<file path="src/rtl/tpfb_pkg.sv">
// ----------------------------------------------------------------------------
// tpfb_pkg
// Shared widths, latencies and payload types of the three point frame builder.
// ----------------------------------------------------------------------------
`default_nettype none

package tpfb_pkg;

    localparam int COORD_BITS = 24;
    localparam int ROT_BITS   = 32;
    localparam int RED_BITS   = 30;
    localparam int RED_W      = RED_BITS + 1;
    localparam int DIFF_W     = COORD_BITS + 1;
    localparam int PROD_W     = 2 * RED_W;
    localparam int SQ_W       = 2 * RED_BITS;
    localparam int N2_W       = SQ_W + 2;
    localparam int RED_LAT    = 3;
    localparam int CROSS_LAT  = 2;

    typedef logic signed [COORD_BITS-1:0] t_coord;
    typedef logic signed [ROT_BITS-1:0]   t_rot;
    typedef logic signed [RED_W-1:0]      t_red;
    typedef logic signed [PROD_W-1:0]     t_prod;

    typedef struct packed {
        t_coord origin_x;
        t_coord origin_y;
        t_coord origin_z;
        t_coord axis_pt_x;
        t_coord axis_pt_y;
        t_coord axis_pt_z;
        t_coord plane_pt_x;
        t_coord plane_pt_y;
        t_coord plane_pt_z;
    } t_in_item;

    typedef struct packed {
        t_rot   rot_00;
        t_rot   rot_01;
        t_rot   rot_02;
        t_rot   rot_10;
        t_rot   rot_11;
        t_rot   rot_12;
        t_rot   rot_20;
        t_rot   rot_21;
        t_rot   rot_22;
        t_coord shift_x;
        t_coord shift_y;
        t_coord shift_z;
    } t_out_item;

endpackage

`default_nettype wire

</file>
<file path="src/rtl/tpfb_reduce.sv">
// ----------------------------------------------------------------------------
// tpfb_reduce
// Three stage common right shift of a vector so that all magnitudes lie
// below 2^30, sign kept, truncation toward zero.
// ----------------------------------------------------------------------------
`default_nettype none

module tpfb_reduce #(
    parameter int W = 25
) (
    input  logic                    i_clk,
    input  logic                    i_rst_n,
    input  logic                    i_en,
    input  logic                    i_valid,
    input  logic signed [W-1:0]     i_vec [3],
    output logic                    o_valid,
    output tpfb_pkg::t_red          o_vec [3]
);
    import tpfb_pkg::*;

    localparam int SW = $clog2(W + 1);

    logic [W-1:0]  n_mag [3];
    logic [W-1:0]  r_mag1 [3];
    logic [2:0]    r_sgn1;
    logic [W-1:0]  r_any;
    logic [W-1:0]  r_mag2 [3];
    logic [2:0]    r_sgn2;
    logic [SW-1:0] n_len;
    logic [SW-1:0] n_sh;
    logic [SW-1:0] r_sh;
    logic [2:0]    r_v;
    t_red          n_out [3];
    t_red          r_out [3];

    always_comb begin
        for (int k = 0; k < 3; k++) begin
            n_mag[k] = i_vec[k][W-1] ? W'(-i_vec[k]) : W'(i_vec[k]);
        end
    end

    always_comb begin
        n_len = '0;
        for (int b = 0; b < W; b++) begin
            if (r_any[b]) begin
                n_len = SW'(b + 1);
            end
        end
        if (int'(n_len) > RED_BITS) begin
            n_sh = SW'(int'(n_len) - RED_BITS);
        end else begin
            n_sh = '0;
        end
    end

    always_comb begin
        for (int k = 0; k < 3; k++) begin
            n_out[k] = RED_W'(r_mag2[k] >> r_sh);
            if (r_sgn2[k]) begin
                n_out[k] = -n_out[k];
            end
        end
    end

    always_ff @(posedge i_clk) begin
        if (i_en) begin
            for (int k = 0; k < 3; k++) begin
                r_mag1[k] <= n_mag[k];
                r_sgn1[k] <= i_vec[k][W-1];
                r_mag2[k] <= r_mag1[k];
                r_out[k]  <= n_out[k];
            end
            r_any  <= n_mag[0] | n_mag[1] | n_mag[2];
            r_sgn2 <= r_sgn1;
            r_sh   <= n_sh;
        end
    end

    always_ff @(posedge i_clk) begin
        if (!i_rst_n) begin
            r_v <= '0;
        end else if (i_en) begin
            r_v <= {r_v[1:0], i_valid};
        end
    end

    assign o_valid = r_v[2];
    assign o_vec   = r_out;

endmodule

`default_nettype wire

</file>
<file path="config.mk">
export PLATFORM = sky130hd
export DESIGN_NAME = tpfb_reduce
export DESIGN_NICKNAME = d
export VERILOG_FILES = /design/src/rtl/tpfb_pkg.sv /design/src/rtl/tpfb_reduce.sv
export SDC_FILE = /design/constraint.sdc
export NUM_CORES = 1
export LEC_CHECK = 0
export BUFFER_PORTS_ARGS = -buffer_cell sky130_fd_sc_hd__buf_2
export CAP_MARGIN = 5
export CORE_MARGIN = 4
export CORE_UTILIZATION = 45
export DETAILED_ROUTE_END_ITERATION = 8
export PLACE_DENSITY = 0.6
export SLEW_MARGIN = 20
export SYNTH_ARGS = -nofsm -noshare
export SYNTH_HDL_FRONTEND = slang
export SYNTH_SLANG_ARGS = --single-unit
</file>
<file path="constraint.sdc">
create_clock -name i_clk -period 4.7 [get_ports i_clk]
set_input_delay 1.41 -clock i_clk [delete_from_list [all_inputs] [get_ports i_clk]]
set_output_delay 1.41 -clock i_clk [all_outputs]
set_load 0.02 [all_outputs]
</file>
* Word-level counts from Yosys, hierarchy flattened *
Memories as Yosys holds them, arrays and structs flattened.
Cells that the tools add are included.
Widths: inputs -> output; s select.

cells by class
  muxes and demuxes = 33
  magnitude comparators = 1
  add/sub/neg operators = 7
  shift-type cells = 3
  bitwise operators = 2

operators with widths
  kind                 count
  $mux 5               24
  $mux 31              3
  $neg 31->31          3
  $shr 25x5->31        3
  $mux 25              3
  $neg 25->25          3
  $or 25x25->25        2
  $gt 5x5->1 const B   1
  $sub 5x5->5 const B  1
  $mux 1               3

storage, ports and cells
  word-level logic and storage cells = 56
  bits in writable memories = 150
  flip-flop bits (word level) = 132
  output and inout port bits = 94
  input bits = 79
  memories kept = 2

memory list
  memory  words  bits a word  read ports  clocked after Yosys merged registers in  write ports  RTL line           source
  r_mag1  3      25           3           0                                        3            tpfb_reduce.sv:24  logic [W-1:0] r_mag1 [3];
  r_mag2  3      25           3           0                                        3            tpfb_reduce.sv:27  logic [W-1:0] r_mag2 [3];

* Logic depth before layout (Yosys ltp) *
Gate-level depths: netlist (run 1).

  depth after elaboration = 26
  depth in mapped cells = 19
  depth with buffers taken out = 11

* Least setup slack after synthesis (run 1) *
Ideal clock, no wire load.

  path type = input to register
  start point = input port i_vec[7] in the netlist's numbering
  end point = register r_any[21], data pin
  stages on the path = 8
  slack = 0.646 ns
  library setup time = 0.265 ns
  required time = 4.435 ns
  path buffers = 0
  arrival = 3.789 ns
  path through = or4_1 -> or3_1 -> or3_1 -> nand2b_1 -> nand2b_1 -> o41ai_1 -> xnor2_1 -> or3_1

RTL lines
  what                  RTL line           source
  from (decl)           tpfb_reduce.sv:15  input logic signed [W-1:0] i_vec [3],
  to (signal assigned)  tpfb_reduce.sv:73  r_any <= n_mag[0] | n_mag[1] | n_mag[2];
  to (decl)             tpfb_reduce.sv:26  logic [W-1:0] r_any;

==> summary.json, run 1 <==
{
  "detailed_routing": {
    "post_drt_wl_per_cell_um": 23.07,
    "post_drt_via_cell_ratio": 6.070,
    "dr_total_vias": 12390,
    "drt_first_pass_iters": 5,
    "drt.antenna.violating_nets": 0,
    "detail_route.wirelength_um": 47090,
    "drt_first_iter_violations": 1135,
    "drcViolationCount": 0
  },
  "worst_setup_path": {
    "critPathKind": "reg -> reg",
    "critPathMaxStageDelay_ps": 750,
    "timing.critical_path.arrival_ps": 4630,
    "critical_path_peak_fanout": 38,
    "timing.critical_path.slowest_stage_cell": "a2111oi_0",
    "critical_path_launch_point": "r_sh[1]",
    "crit_path_start_kind": "flop",
    "critical-path-top-cell-by-count": "a2111oi_0",
    "end_kind": "flop",
    "critical_path_required_ps": 5010,
    "timing.rr.start": "r_sh[1]",
    "regToRegSetupSlack_ps": 380,
    "cp_cell_sequence": "buf_4 -> inv_1 -> mux2i_1 -> a2111oi_0 -> a311oi_1 -> a2111oi_0 -> or3b_1 -> o31ai_1 -> xor2_1"
  },
  "synthesis": {
    "fraction_of_the_mapped_netlist_area_in_compound_gates_pct": 13.48,
    "share_of_synthesized_cell_area_in_full_adder_half_adder_and_majority_cells_pct": 0.5192,
    "synth_seq_area_share_pct": 49.84,
    "synth_async_sr_flop_share_pct": 0,
    "post_synth_mux_area_share_pct": 14.81,
    "yosys.area_share.simple_pct": 11.49,
    "synth_top_family_by_area": "multiplexers",
    "count_of_flip_flops_with_a_built_in_enable_after_synthesis": 278,
    "top_flip_flop_cell_by_instance_count_after_synthesis": "edfxtp_1",
    "synth_fp_nets": 1473,
    "yosysUniqueCellTypes": 93,
    "synthesized_area_um2": 16870,
    "synth-seq-cells": 281,
    "yosys.area_share.xor_xnor_pct": 6.542,
    "synthesis.instances": 1387,
    "post_synth.cell_area_avg_um2": 12.16,
    "ys.warnings.count": 0
  },
  "floorplanning": {
    "die_w_um": 201.6,
    "core.rowCount": 70,
    "die_h_um": 201.6,
    "die_area_um2": 40650,
    "io-pin-count": 173,
    "start_util_pct": 45.86,
    "placeableCoreArea_um2": 36790
  },
  "layout": {
    "fraction_of_final_layout_cells_with_drive_strength_greater_than_1_pct": 23.71,
    "num-nets-final": 1635,
    "final_common_cell": "edfxtp_1",
    "layout_common_cells": "278 x edfxtp_1, 171 x buf_2, 122 x nand2_1",
    "finish.utilization_pct": 52.16,
    "instances_no_fill": 2041,
    "num_antenna_cells": 0,
    "synthToLayoutAreaGrowth_pct": 13.74
  },
  "clock_network": {
    "ctsHoldBuffers": 0,
    "post_cts.resized_instances": 0,
    "cts-htree-levels": 1,
    "clk_pin_slew_worst_setup_hold_paths_ps": 60,
    "cts_post_setup_buffers_inserted": 0,
    "clock-root-buffer": "clkbuf_16",
    "number_of_buffers_on_the_longest_clock_path": 3,
    "insertion_delay_ps": 570,
    "clock-sinks": 281,
    "cts_made_buffers": 31,
    "cts_tree": "built"
  },
  "timing": {
    "fin_setup_tns_ps": 0,
    "final.period_utilization_pct": 91.92,
    "maxSlewHeadroom_pct": 35.90,
    "grt_setup_unrepaired": "false",
    "setup_viol_count_final": 0,
    "fin_crit_ps": 4320,
    "maxSlewViolCount": 0,
    "slew_worst_pin_ps": 957.0,
    "timing_hold_violations_final": 0,
    "finalWorstSetupSlack_ps": 379.7,
    "fmax_ghz": 0.2315,
    "skew_final_ps": 19.74
  },
  "outcome": {
    "run_status": "completed"
  },
  "placement": {
    "dp.cells": 1983,
    "post-place-ws_ps": 326.6,
    "hpwlAfterDp_um": 35530,
    "gp_congestion": 0.9385,
    "buffer_ports.inserted": 172
  },
  "pwr": {
    "power_mw": 6.845,
    "vdd_drop_max_uv": 256.4,
    "total_leakage_power_nw": 6.698,
    "power_density_nw_per_um2": 356.7
  },
  "global_routing": {
    "grt_pass1_vias": 11670,
    "gr-total-overflow": 0,
    "initial_antenna_violation_count": 1,
    "largest_net_degree_at_the_start_of_global_routing": 99,
    "global_route_wire_length_before_repair_um": 72330,
    "grtUsageTotal_pct": 22.40
  },
  "min_path": {
    "hold_path.startpoint": "r_mag1[0][14]",
    "holdCritPathClass": "reg -> reg"
  },
  "run": {
    "maxCapViolCount": 0
  }
}
## path summary, 6_finish.rpt
kind | cells after the start | endpoint
max | 9 | o_vec[54]
min | 0 | r_mag2[0][14]
min reg2reg | 0 | r_mag2[0][14]
max reg2reg | 9 | o_vec[54]
## kinds of logic after synthesis
| logic type | after synthesis |
|---|---|
| AO/OA/AOI/OAI | 312 |
| XOR/XNOR | 126 |
| adder cells (fa/ha/maj) | 7 |
| buffers and inverters | 107 |
| flip-flops | 281 |
| multiplexers | 169 |
| other | 1 |
| AND/OR/NAND/NOR | 384 |
## metrics by stage
stage | hold WS (ps) | area (um2)
CTS | 416.0 | 19170
floorplan | 400.3 | 16870
finish | 417.5 | 19190
detailed placement | 404.5 | 18250
global route | 419.0 | 19190
global placement | 401.6 | 18250
## worst max-delay path: cells and delay by family, from the launching register on
family | cells | cell delay [ps]
xor+xnor | 1 | 100
compound gates | 4 | 1710
flops | 1 | 690
mux | 1 | 200
simple gates | 1 | 550
buf+inv | 2 | 800
## flip-flops by register name, summed over array words and instances (netlist names)
signal,flops
r_sh,5
r_mag2,75
r_any,24
r_v,3
r_mag1,75
r_sgn2,3
r_sgn1,3
o_vec,93
## routing by layer
metal	global-route usage [%]	wire [um]	vias up
li1	-	-	5790
met1	34.43	21770	6013
met2	33.53	20870	510
met3	2.836	3140	76
met4	6.299	1312	0
met5	0	0	-
## synth_stat cells (all sizes together) (13+ instances only)
| master | instances | share of area, % |
|---|---|---|
| mux2i | 70 | 4.2 |
| xor2 | 33 | 1.7 |
| a211oi | 15 | 0.67 |
| nor3 | 25 | 0.80 |
| and2 | 16 | 0.59 |
| edfxtp | 278 | 49 |
| mux4 | 58 | 7.9 |
| o21ai | 58 | 1.7 |
| o41ai | 13 | 0.81 |
| o22ai | 24 | 0.89 |
| nor2b | 16 | 0.59 |
| nand2 | 122 | 2.7 |
| a22oi | 13 | 0.61 |
| or3 | 41 | 1.5 |
| clkbuf | 39 | 0.87 |
| nand3 | 29 | 0.86 |
| nor2 | 66 | 1.5 |
| buf | 48 | 2.0 |
| o211ai | 15 | 0.67 |
| mux2 | 41 | 2.7 |
| xnor2 | 93 | 4.8 |
| a21oi | 32 | 0.95 |
| nand2b | 17 | 0.63 |
| o31ai | 44 | 2.0 |
| inv | 19 | 0.42 |
## cell type report
type,instances,area (um2)
multi-input cells,999,7909
clock inverters,24,141.4
flip-flops and latches,281,8408
fillers,3270,17600
repair buffers,216,1284
inverters,20,75.07
clock buffers,33,783.3
well taps,468,585.6
## where the power goes
part           internal, mW  total [mW]  switching, mW  leakage (nW)
clock                  1.21        2.21           1.00         0.451
combinational         0.544        1.41          0.869          3.49
sequential             3.07        3.22          0.145          2.75
total                  4.83        6.84           2.01          6.70
No activity file was read; power rests on OpenSTA's default activity.
==> run 2, diff against run 1 <==
CORE_MARGIN = 2   (was 4)
==> summary.json, run 2 (synthesis gave the netlist of run 1 again) <==
{
  "layout": {
    "final_common_cell": "edfxtp_1",
    "fill_cells": 3221,
    "finish.utilization_pct": 52.10,
    "max_reg_flops": 93,
    "num-nets-final": 1639,
    "layout_common_cells": "278 x edfxtp_1, 171 x buf_2, 122 x nand2_1",
    "fraction_of_final_layout_cells_with_drive_strength_greater_than_1_pct": 23.79,
    "num_antenna_cells": 0,
    "synthToLayoutAreaGrowth_pct": 13.60
  },
  "clock_network": {
    "cts_post_setup_buffers_inserted": 0,
    "ctsHoldBuffers": 0,
    "cts_tree": "built",
    "insertion_delay_ps": 570,
    "number_of_buffers_on_the_longest_clock_path": 3,
    "cts-htree-levels": 1,
    "cts_made_buffers": 28,
    "clk_pin_slew_worst_setup_hold_paths_ps": 60,
    "post_cts.resized_instances": 0,
    "clock-sinks": 281,
    "clock-root-buffer": "clkbuf_16"
  },
  "timing": {
    "final.period_utilization_pct": 93.14,
    "maxSlewHeadroom_pct": 28.44,
    "skew_final_ps": 18.13,
    "fin_setup_tns_ps": 0,
    "setup_viol_count_final": 0,
    "timing_hold_violations_final": 0,
    "grt_setup_unrepaired": "false",
    "maxSlewViolCount": 0,
    "fin_crit_ps": 4378,
    "fmax_ghz": 0.2284,
    "slew_worst_pin_ps": 1073
  },
  "floorplanning": {
    "placeableCoreArea_um2": 36790,
    "die_w_um": 197.6,
    "io-pin-count": 173,
    "start_util_pct": 45.86,
    "die_h_um": 197.6,
    "core.rowCount": 70,
    "die_area_um2": 39050
  },
  "detailed_routing": {
    "detail_route.wirelength_um": 45840,
    "post_drt_wl_per_cell_um": 22.47,
    "drt_first_iter_violations": 1120,
    "drt.antenna.violating_nets": 0,
    "post_drt_via_cell_ratio": 6.081,
    "drt_first_pass_iters": 5,
    "dr_total_vias": 12410,
    "drcViolationCount": 0
  },
  "min_path": {
    "min_path_cells": 0,
    "holdCritPathClass": "reg -> reg"
  },
  "worst_setup_path": {
    "cp_cell_sequence": "buf_12 -> buf_4 -> mux2_2 -> mux4_2 -> a222oi_1 -> and2_1 -> nand3_1 -> nor3_1 -> a41oi_1",
    "timing.critical_path.arrival_ps": 4670,
    "critPathKind": "reg -> reg",
    "worstRegToRegCells": 9,
    "timing.critical_path.slowest_stage_cell": "edfxtp_1",
    "crit_path_start_kind": "flop",
    "end_kind": "flop",
    "critPathMaxStageDelay_ps": 730,
    "critical_path_peak_fanout": 45,
    "critical_path_required_ps": 4990
  },
  "global_routing": {
    "gr-total-overflow": 0,
    "grt_pass1_vias": 11550,
    "initial_antenna_violation_count": 0,
    "largest_net_degree_at_the_start_of_global_routing": 106,
    "grtUsageTotal_pct": 23.12,
    "global_route_wire_length_before_repair_um": 69730
  },
  "pwr": {
    "vdd_drop_max_uv": 254.8,
    "total_leakage_power_nw": 6.705,
    "power_density_nw_per_um2": 353.3
  },
  "run": {
    "maxCapViolCount": 0
  },
  "placement": {
    "gp_congestion": 0.9505,
    "hpwlAfterDp_um": 34730,
    "buffer_ports.inserted": 172
  },
  "outcome": {
    "run_status": "completed"
  }
}
==> run 2: changes by cell type in the layout (fill, tap and decap cells not counted), sizes merged <==
| cell | previous run | this run |
|---|---|---|
| clkinvlp | 3 | 0 |
| clkbuf | 33 | 34 |
| inv | 23 | 21 |
| clkinv | 18 | 12 |
| bufinv | 0 | 2 |
| buf | 216 | 223 |
==> run 2: routing by layer <==
metal / track usage (%) / routed length, um / up-vias
li1: - / - / 5790
met1: 35.10 / 21720 / 5968
met2: 33.53 / 19370 / 565
met3: 2.920 / 2977 / 82
met4: 9.245 / 1774 / 0
met5: 0 / 0 / -
==> run 2: through the flow <==
stage	setup slack [ps]	power [mW]	instance area (um2)	hold slack (ps)	cells
finish	322.2	6.770	19160	413.3	2040
global route	58.86	7.047	19160	418.2	2040
CTS	329.8	6.797	19150	416.1	2039
detailed placement	332.1	4.669	18290	404.5	1990
global placement	389.5	4.651	18290	402.6	1990
floorplan	645.9	4.132	16870	400.3	1387
==> run 2: where the power goes <==
group          internal [mW]  total (mW)  switching [mW]
logic                  0.548        1.41           0.858
clock network           1.20        2.13           0.932
registers               3.07        3.23           0.155
total                   4.82        6.77            1.95
==> run 2: worst max-delay path: cells and delay by family, from the launching register on <==
kind	cells	cell delay, ps
multiplexers	2	880
AO/OA/AOI/OAI	2	680
AND/OR/NAND/NOR	3	1120
buffers and inverters	2	650
flip-flops	1	730
==> run 2: area by class of cell <==
cell class,count,area (um2),share of cell area (%)
clock buffer,34,723.2,3.774
inverter,20,75.07,0.3917
timing repair buffer,223,1324,6.908
clock inverter,15,138.9,0.7247
multi-input combinational,999,7909,41.27
sequential,281,8408,43.88
tap,468,585.6,3.056
==> run 2: final timing paths <==
kind / start / endpoint / slack, ps
worst max register to register: r_sh[1] / o_vec[91] / 320
worst min-delay path: r_mag1[0][70] / r_mag2[0][70] / 410
worst min register to register: r_mag1[0][70] / r_mag2[0][70] / 410
worst max-delay path: r_sh[1] / o_vec[91] / 320
==> run 3, diff against run 2 <==
GPL_TIMING_DRIVEN = 0   (was not set)
==> summary.json, run 3 (synthesis gave the netlist of run 1 again) <==
{
  "outcome": {
    "run_status": "completed"
  },
  "timing": {
    "timing_hold_violations_final": 0,
    "slew_worst_pin_ps": 1097,
    "grt_setup_unrepaired": "false",
    "finalWorstSetupSlack_ps": 228.6,
    "fmax_ghz": 0.2236,
    "fin_setup_tns_ps": 0,
    "skew_final_ps": 17.78,
    "maxSlewHeadroom_pct": 26.58,
    "fin_crit_ps": 4471,
    "final.period_utilization_pct": 95.14,
    "setup_viol_count_final": 0,
    "maxSlewViolCount": 0,
    "holdWs_ps": 410.9
  },
  "floorplanning": {
    "die_area_um2": 39050,
    "die_h_um": 197.6,
    "core.rowCount": 70,
    "die_w_um": 197.6,
    "io-pin-count": 173,
    "start_util_pct": 45.86,
    "placeableCoreArea_um2": 36790
  },
  "clock_network": {
    "clock-root-buffer": "clkbuf_16",
    "cts_post_setup_buffers_inserted": 0,
    "insertion_delay_ps": 560,
    "clk_pin_slew_worst_setup_hold_paths_ps": 70,
    "cts_made_buffers": 28,
    "cts_tree": "built",
    "number_of_buffers_on_the_longest_clock_path": 3,
    "clock-sinks": 281,
    "cts-htree-levels": 1
  },
  "worst_setup_path": {
    "critical-path-top-cell-by-count": "clkbuf_1",
    "path_delay_family": "buffers and inverters",
    "end_kind": "flop",
    "crit_path_start_kind": "flop",
    "timing.critical_path.slowest_stage_cell": "clkbuf_1",
    "worstRegToRegCells": 14,
    "critical_path_peak_fanout": 10,
    "cp_cell_sequence": "clkbuf_1 -> clkinv_1 -> nand2_1 -> clkbuf_1 -> clkbuf_1 -> a21oi_1 -> a211o_1 -> inv_1 -> ha_1 -> o2111a_1 -> and4_1 -> nand4b_2 -> a221o_1 -> a311o_1",
    "critical_path_launch_point": "r_sh[4]",
    "critPathKind": "reg -> reg",
    "critical_path_required_ps": 4990,
    "critPathMaxStageDelay_ps": 530,
    "setup.worst_path.end": "o_vec[84]",
    "path_depth": 14,
    "critical_path.n_buffers_inverters": 5,
    "regToRegSetupSlack_ps": 230,
    "timing.rr.start": "r_sh[4]",
    "timing.critical_path.arrival_ps": 4770,
    "r2r_endpoint": "o_vec[84]"
  },
  "pwr": {
    "vdd_drop_max_uv": 237.7,
    "power_density_nw_per_um2": 347.5,
    "total_leakage_power_nw": 6.671
  },
  "layout": {
    "num-nets-final": 1674,
    "max_reg_flops": 93,
    "instances_no_fill": 2073,
    "final_common_cell": "edfxtp_1",
    "layout_common_cells": "278 x edfxtp_1, 184 x buf_2, 122 x nand2_1",
    "synthToLayoutAreaGrowth_pct": 13.96,
    "fraction_of_final_layout_cells_with_drive_strength_greater_than_1_pct": 22.49,
    "num_antenna_cells": 0
  },
  "detailed_routing": {
    "post_drt_via_cell_ratio": 6.123,
    "drt_first_pass_iters": 6,
    "drt_first_iter_violations": 1289,
    "drcViolationCount": 0,
    "drt.antenna.violating_nets": 0,
    "detail_route.wirelength_um": 49480,
    "dr_total_vias": 12690,
    "post_drt_wl_per_cell_um": 23.87
  },
  "placement": {
    "dp.cells": 2030,
    "hpwlAfterDp_um": 38790,
    "post-place-ws_ps": -200.5,
    "buffer_ports.inserted": 172,
    "gp_congestion": 0.9797
  },
  "min_path": {
    "holdCritPathClass": "reg -> reg"
  },
  "global_routing": {
    "largest_net_degree_at_the_start_of_global_routing": 102,
    "gr-total-overflow": 0,
    "initial_antenna_violation_count": 0,
    "global_route_wire_length_before_repair_um": 74260,
    "grt_pass1_vias": 11880,
    "grtUsageTotal_pct": 25.22
  },
  "run": {
    "maxCapViolCount": 0
  }
}
## run 3: cell types whose count changed in the layout (fill, tap and decap cells not counted), moves of 5 or more
cell	previous run	this run
buf_4	45	2
clkbuf_1	6	42
buf_2	171	184
buf_1	0	9
clkbuf_4	0	6
clkbuf_2	0	5
## run 3: worst min-delay path by stage
| stage | start | to | slack [ps] | cells past startpoint |
|---|---|---|---|---|
| final | r_mag1[0][28] | r_mag2[0][28] | 410 | 0 |
| after global routing | r_mag1[0][51] | r_mag2[0][51] | 420 | 0 |
| after CTS | r_mag1[0][28] | r_mag2[0][28] | 410 | 0 |
| after detailed placement | r_mag1[0][23] | r_mag2[0][23] | 400 | 0 |
| after global placement | r_mag1[0][41] | r_mag2[0][41] | 400 | 0 |
| after floorplan | r_mag1[0][0] | r_mag2[0][0] | 400 | 0 |
## run 3: cell type report
class	instances	area, um2
Inverter	20	78.83
Fill cell	3273	17560
Clock inverter	15	81.33
Timing Repair Buffer	175	933.4
Buffer	83	483.0
Multi-Input combinational cell	999	7916
Tap cell	468	585.6
Sequential cell	281	8408
Clock buffer	32	737.0
## run 3: what timing repair did
item                                    4_1_cts  5_1_grt
endpoints found under the setup margin        5       14
hold endpoints to repair                      0        0
hold buffers                                  0        0
gates cloned                                  0        0
resized for setup                             2       13
## run 3: worst register-to-register path, delay by kind of cell (launching register included)
family,cells,cell delay [ps]
buffers and inverters,5,1710
AOI/OAI and AO/OA,5,1210
DFF,1,310
and+or+nand+nor,3,800
adders and majority gates,1,190
## run 3: layer usage
layer	vias up	track usage, %	wire length (um)
li1	5867	-	-
met1	6058	35.88	21970
met2	634	38.72	21810
met3	135	3.295	3457
met4	0	11.22	2238
met5	-	0	0
## run 3: report_power, final
group	switching, mW	internal (mW)
sequential	0.133	3.07
clock	0.906	1.11
combinational	0.911	0.541
## run 3: stage by stage
stage               power [mW]  cell area (um2)  utilization (%)
floorplan                4.132            16870                -
CTS                      6.717            19210            52.22
global route             6.958            19220            52.26
global placement         4.683            18320            49.79
detailed placement       4.686            18390            50.00
finish                   6.680            19220            52.26
